## src/design/plst_pkg.sv

```systemverilog
// ----------------------------------------------------------------------------
// plst_pkg: shared types and constants of the polyline store
// Opcodes, controller states, datapath step codes, the command and status
// structs that join controller and datapath, and the saturating adder.
// ----------------------------------------------------------------------------
package plst_pkg;

  localparam int unsigned MAX_POINTS_DEF = 1024;
  localparam int unsigned COORD_W        = 16;
  localparam int unsigned OP_W           = 2;
  localparam int unsigned THR_W          = 8;
  localparam logic [THR_W-1:0] THR_RST   = 8'd5;
  localparam int unsigned IN_W           = 8 * COORD_W;

  // Projection divider: quotient never exceeds 16 bits of magnitude plus one
  localparam int unsigned QUO_W = 17;
  localparam int unsigned DEN_W = 33;
  localparam int unsigned NUM_W = DEN_W + QUO_W - 1;
  localparam int unsigned CNT_W = $clog2(QUO_W + 1);

  typedef enum logic [OP_W-1:0] {
    OP_DRAG = 2'd0,
    OP_MOVE = 2'd1,
    OP_HIT  = 2'd2,
    OP_NONE = 2'd3
  } opcode_e;

  typedef enum logic [4:0] {
    S_IDLE, S_DRAG_RD, S_DRAG_DEC, S_DRAG_APP2, S_MOVE_START, S_MOVE_RUN,
    S_HIT_RD0, S_HIT_A, S_HIT_RD, S_HIT_LEN, S_HIT_MUL, S_HIT_SUM, S_HIT_CHK,
    S_HIT_DSTART, S_HIT_DIV, S_HIT_PROJ, S_HIT_DIFF, S_HIT_SQ, S_HIT_CMP,
    S_HIT_NEXT, S_OUT
  } state_e;

  typedef enum logic [4:0] {
    STEP_NONE, STEP_LOAD, STEP_DRAG_RD, STEP_APP_START, STEP_APP_END,
    STEP_CLR_DRAW, STEP_MOVE_START, STEP_MOVE_RUN, STEP_HIT_RD, STEP_HIT_A,
    STEP_HIT_LEN, STEP_HIT_MUL, STEP_HIT_SUM, STEP_HIT_CHK, STEP_HIT_DSTART,
    STEP_HIT_PROJ, STEP_HIT_DIFF, STEP_HIT_SQ, STEP_HIT_CMP, STEP_HIT_NEXT,
    STEP_OUT
  } step_e;

  typedef struct packed {
    step_e step;
  } cmd_t;

  typedef struct packed {
    logic drawing;
    logic end_eq_last;
    logic total_lt2;
    logic move_done;
    logic direct;
    logic div_busy;
    logic hit;
    logic seg_last;
  } status_t;

  // Add an offset and clamp to the 16-bit signed range
  function automatic logic signed [COORD_W-1:0] sat_add(
      input logic signed [COORD_W-1:0] a, input logic signed [COORD_W-1:0] d);
    logic signed [COORD_W:0] s;
    s = {a[COORD_W-1], a} + {d[COORD_W-1], d};
    if (s[COORD_W] != s[COORD_W-1]) begin
      sat_add = s[COORD_W] ? {1'b1, {(COORD_W-1){1'b0}}} : {1'b0, {(COORD_W-1){1'b1}}};
    end else begin
      sat_add = s[COORD_W-1:0];
    end
  endfunction

endpackage

```

## src/design/plst_ctrl.sv

```systemverilog
// ----------------------------------------------------------------------------
// plst_ctrl: sequencer of the polyline store
// Walks each item through drag, move sweep or per-segment hit test steps,
// and owns the input ready and the output valid.
// ----------------------------------------------------------------------------
module plst_ctrl import plst_pkg::*; (
  input  logic            clk_i,
  input  logic            rst_ni,
  input  logic            in_valid_i,
  input  logic [OP_W-1:0] in_op_i,
  output logic            in_ready_o,
  output logic            out_valid_o,
  input  logic            out_ready_i,
  input  status_t         status_i,
  output cmd_t            cmd_o
);

  state_e state_q, state_d;
  logic   out_valid_q, out_valid_d;
  logic   out_free;

  assign out_free = !out_valid_q || out_ready_i;

  // Next state
  always_comb begin
    state_d = state_q;
    unique case (state_q)
      S_IDLE: begin
        if (in_valid_i) begin
          unique case (opcode_e'(in_op_i))
            OP_DRAG: state_d = S_DRAG_RD;
            OP_MOVE: state_d = S_MOVE_START;
            OP_HIT:  state_d = S_HIT_RD0;
            OP_NONE: state_d = S_OUT;
          endcase
        end
      end
      S_DRAG_RD:  state_d = S_DRAG_DEC;
      S_DRAG_DEC: state_d = status_i.drawing ? S_OUT : S_DRAG_APP2;
      S_DRAG_APP2:  state_d = S_OUT;
      S_MOVE_START: state_d = S_MOVE_RUN;
      S_MOVE_RUN:   if (status_i.move_done) state_d = S_OUT;
      S_HIT_RD0:    state_d = status_i.total_lt2 ? S_OUT : S_HIT_A;
      S_HIT_A:      state_d = S_HIT_RD;
      S_HIT_RD:     state_d = S_HIT_LEN;
      S_HIT_LEN:    state_d = S_HIT_MUL;
      S_HIT_MUL:    state_d = S_HIT_SUM;
      S_HIT_SUM:    state_d = S_HIT_CHK;
      S_HIT_CHK:    state_d = status_i.direct ? S_HIT_DIFF : S_HIT_DSTART;
      S_HIT_DSTART: state_d = S_HIT_DIV;
      S_HIT_DIV:    if (!status_i.div_busy) state_d = S_HIT_PROJ;
      S_HIT_PROJ:   state_d = S_HIT_DIFF;
      S_HIT_DIFF:   state_d = S_HIT_SQ;
      S_HIT_SQ:     state_d = S_HIT_CMP;
      S_HIT_CMP:    state_d = S_HIT_NEXT;
      S_HIT_NEXT:   state_d = (status_i.hit || status_i.seg_last) ? S_OUT : S_HIT_RD;
      S_OUT:        if (out_free) state_d = S_IDLE;
      default:      state_d = S_IDLE;
    endcase
  end

  // Commands and handshake
  always_comb begin
    cmd_o.step  = STEP_NONE;
    in_ready_o  = (state_q == S_IDLE);
    out_valid_d = out_valid_q && !out_ready_i;
    unique case (state_q)
      S_IDLE:       if (in_valid_i) cmd_o.step = STEP_LOAD;
      S_DRAG_RD:    cmd_o.step = STEP_DRAG_RD;
      S_DRAG_DEC: begin
        if (!status_i.drawing)         cmd_o.step = STEP_APP_START;
        else if (!status_i.end_eq_last) cmd_o.step = STEP_APP_END;
        else                           cmd_o.step = STEP_CLR_DRAW;
      end
      S_DRAG_APP2:  cmd_o.step = STEP_APP_END;
      S_MOVE_START: cmd_o.step = STEP_MOVE_START;
      S_MOVE_RUN:   if (!status_i.move_done) cmd_o.step = STEP_MOVE_RUN;
      S_HIT_RD0:    if (!status_i.total_lt2) cmd_o.step = STEP_HIT_RD;
      S_HIT_A:      cmd_o.step = STEP_HIT_A;
      S_HIT_RD:     cmd_o.step = STEP_HIT_RD;
      S_HIT_LEN:    cmd_o.step = STEP_HIT_LEN;
      S_HIT_MUL:    cmd_o.step = STEP_HIT_MUL;
      S_HIT_SUM:    cmd_o.step = STEP_HIT_SUM;
      S_HIT_CHK:    cmd_o.step = STEP_HIT_CHK;
      S_HIT_DSTART: cmd_o.step = STEP_HIT_DSTART;
      S_HIT_PROJ:   cmd_o.step = STEP_HIT_PROJ;
      S_HIT_DIFF:   cmd_o.step = STEP_HIT_DIFF;
      S_HIT_SQ:     cmd_o.step = STEP_HIT_SQ;
      S_HIT_CMP:    cmd_o.step = STEP_HIT_CMP;
      S_HIT_NEXT: begin
        if (!(status_i.hit || status_i.seg_last)) cmd_o.step = STEP_HIT_NEXT;
      end
      S_OUT: begin
        if (out_free) begin
          cmd_o.step  = STEP_OUT;
          out_valid_d = 1'b1;
        end
      end
      default: ;
    endcase
  end

  always_ff @(posedge clk_i or negedge rst_ni) begin
    if (!rst_ni) begin
      state_q     <= S_IDLE;
      out_valid_q <= 1'b0;
    end else begin
      state_q     <= state_d;
      out_valid_q <= out_valid_d;
    end
  end

  assign out_valid_o = out_valid_q;

endmodule

```

## config.mk

```make
export PLATFORM = sky130hd
export DESIGN_NAME = plst_ctrl
export DESIGN_NICKNAME = d
export VERILOG_FILES = /design/src/design/plst_pkg.sv /design/src/design/plst_ctrl.sv
export SDC_FILE = /design/constraint.sdc
export NUM_CORES = 1
export LEC_CHECK = 0
export ABC_CLOCK_PERIOD_IN_PS = 1900
export BUFFER_PORTS_ARGS = -buffer_cell sky130_fd_sc_hd__clkbuf_2
export CORE_UTILIZATION = 40
export DETAILED_ROUTE_END_ITERATION = 8
export PLACE_DENSITY = 0.74
export SYNTH_ARGS = -nofsm -noshare
export SYNTH_HDL_FRONTEND = slang
export SYNTH_SLANG_ARGS = --single-unit
```

## constraint.sdc

```tcl
create_clock -name clk_i -period 1.9 [get_ports clk_i]
set_input_delay 0.285 -clock clk_i [delete_from_list [all_inputs] [get_ports clk_i]]
set_output_delay 0.285 -clock clk_i [all_outputs]
set_load 0.1 [all_outputs]
```

==> metrics.csv <==
stage,metric,value,unit
status,status,finished with violations,
status,failing checks,setup timing,
die,initial core utilization,42.6,%
drt,antenna-violating nets left,0,
drt,drc violations,0,
yosys,syn nets,134,
layout,final-layout fill cell count,126,
sta,Slew Limit Fails,0,
yosys,share of the synthesized area in the top cell type,18.0,%
layout,fin cells,205,
die,Core Area,0.00196,mm2
layout,most frequent cells in the layout,"35 x buf_4, 14 x clkbuf_2, 11 x nand2_1",
clocking,Clock Latency Late Sink,0.27,ns
placement,HPWL after DPL,2080,um
global_routing,total global-route track usage,37.1,%
drt,routed len/inst,18.9,um
yosys,Yosys Warn Count,0,
worst_setup_path,Worst R2R Path Depth,7,
die,Die Ht,47.7,um
layout,"leading cell type in the layout, fill and taps excluded",buf_4,
worst_setup_path,crit path launch type,register,
clocking,"CTS clk-pin slew, worst paths",0.07,ns
pwr,peak supply drop,1.83,mV
worst_setup_path,CP Max Fanout,5,
sta,unrepaired setup endpoints after global routing,true,
yosys,Netlist cell types,45,
drt,Detailed Route WL,3880,um
min_path,Hold Crit Class,input port to register,
sta,period utilization,112,%
layout,share of cells above drive strength 1,55.6,%
clocking,H-tree Lvls,1,
yosys,Post-Synthesis Cell Area,836,um2
sta,final setup vio count,5,
yosys,Synth Register Bits,6,
global_routing,GR Overflow Total,0,
worst_setup_path,worst r2r src,state_q[4],
pwr,Leakage,0.704,nW
sta,clock skew,0.0247,ns
placement,placed cell count,183,
worst_setup_path,CP endpoint kind,output pin,
min_path,hold path start,out_ready_i,
worst_setup_path,R2R Setup Slk,0.02,ns
sta,min Tclk post-route,2.12,ns
sta,worst slew pin tran,0.513,ns
yosys,"area leader, netlist",dfrtp_1,
drt,First-pass DRT Iterations,4,
die,Die X,47.7,um
yosys,"Top FF cell, synth",dfrtp_1,
sta,Final Hold Vio Count,0,
worst_setup_path,worst endpoint data arrival time,1.83,ns
layout,area growth from synthesis to layout,92.1,%
drt,DRT iter0 DRCs,55,
drt,Vias,1240,
sta,Max Clk Rate,472,MHz
yosys,Post-Syn Area per Cell,6.97,um2
placement,Post-Place Worst Slack,-0.0955,ns
die,Rows,16,
worst_setup_path,CP endpoint,cmd_o[1],
clocking,Max clock buf depth,2,
global_routing,first-pass GRT wire length,5690,um
global_routing,vias in the first global route,1152,
pwr,Cell Pwr Density,2120,mW/mm2
layout,ANT cells,0,
layout,layout net count,193,
global_routing,largest net degree at the start of global routing,13,
yosys,Post-synth ARST share,100,%
yosys,ranking of synthesized cells by area,"dfrtp_1 18%, a21oi_1 6.6%, nand2_1 5.8%",
die,Ports,21,
clocking,TritonCTS buffer count,3,
layout,Layout Utilization,81.8,%
sta,post-route setup slack,-0.219,ns
yosys,number of synthesized flops with an enable pin,0,
placement,port bufs,20,
clocking,CTS tree,yes,
worst_setup_path,Worst R2R End,state_q[1],
yosys,Mapped Cells,120,
die,die area,0.00228,mm2
yosys,"Seq/Total Area, Yosys",18.0,%
global_routing,antenna violations before repair,0,
clocking,CTS sink cnt,6,
worst_setup_path,worst setup path start,state_q[0],
run,Max-cap violations,0,
sta,Slew HR,65.3,%
placement,gpl congestion,0.904,
drt,via/cell ratio,6.05,
worst_setup_path,Crit path required time,1.62,ns
clocking,CTS Root Cell,clkbuf_4,
worst_setup_path,crit path kind,register to output pin,
state kept, by name, indices dropped and copies added (netlist names):
| register | flops |
|---|---|
| out_valid_o | 1 |
| state_q | 5 |
repair_timing:
action                     4_1_cts  5_1_grt
hold endpoints to repair         6        0
setup buffers                   10        5
gates cloned                     2        0
pin swaps                       15        3
resized for setup               21       10
setup endpoints to repair        6       10
hold buffers                     1        0
metal layers:
metal  global-route usage (%)  part of all wire [%]  up-vias  routed length (um)
li1                         -                     -      568                   -
met1                     48.2                    41      590                1570
met2                     58.1                    50       67                1920
met3                     9.06                   7.0       15                 271
met4                     16.7                   2.8        0                 110
met5                        0                     0        -                   0
final cells by class:
type                       count  area (um2)  area share [%]
multi-input combinational    101         766            47.7
timing repair buffer          65         616            38.3
sequential                     6         156            9.74
tap                           27        33.8            2.10
clock buffer                   4        26.3            1.64
inverter                       2        7.51           0.468
critical path, cell delays in order (launching register included):
cell and delay (ns):
dfrtp_2 0.46, buf_6 0.15, nor3b_1 0.13, a31oi_1 0.19, a21oi_2 0.09, or3_4 0.38
buf_12 0.17
through the flow:
step                      hold WS, ns  setup TNS, ns  total power [W]  instance area [um2]
after floorplan               -0.0106          -1.98          0.00181                  910
after global placement          0.113         -0.151          0.00264                 1280
after detailed placement        0.119         -0.126          0.00265                 1280
after CTS                       0.325         -0.471          0.00314                 1530
after global routing            0.345          -1.00          0.00354                 1610
final                           0.334         -0.699          0.00340                 1610
kinds of logic after synthesis:
kind of cell / share of synthesized area [%]
AOI/OAI and AO/OA: 26.2
xor gates and xnor gates: 1.05
buffers and inverters: 8.68
DFF: 18.0
and+or+nand+nor: 46.1
synth_stat cells (3+ instances only):
cell	instances
nor3b_1	3
nor4_1	3
nand2_1	13
o21ai_1	3
buf_2	7
nor2b_1	4
nor3_1	4
a21oi_1	11
nand2b_1	6
nor2_1	11
nand3b_1	4
o21ai_0	5
nand4_1	3
dfrtp_1	6
how the worst min path moves through the flow:
stage          slack [ns]  depth (start not counted)           to
2_1_floorplan       -0.01                          0  out_valid_o
3_3_place_gp         0.11                          1   state_q[3]
5_1_grt              0.35                          4   state_q[4]
6_report             0.33                          4   state_q[4]
4_1_cts              0.33                          4   state_q[4]
3_5_place_dp         0.12                          1   state_q[4]
where the power goes:
part	total, W	leakage [nW]	switching, W	internal (W)
Combinational	0.00299	0.617	0.00163	0.00136
Clock	0.000146	0.0150	0.0000653	0.0000805
Sequential	0.000267	0.0713	0.0000827	0.000185
Total	0.00340	0.704	0.00178	0.00163
Power figures use the tool's default switching activity.
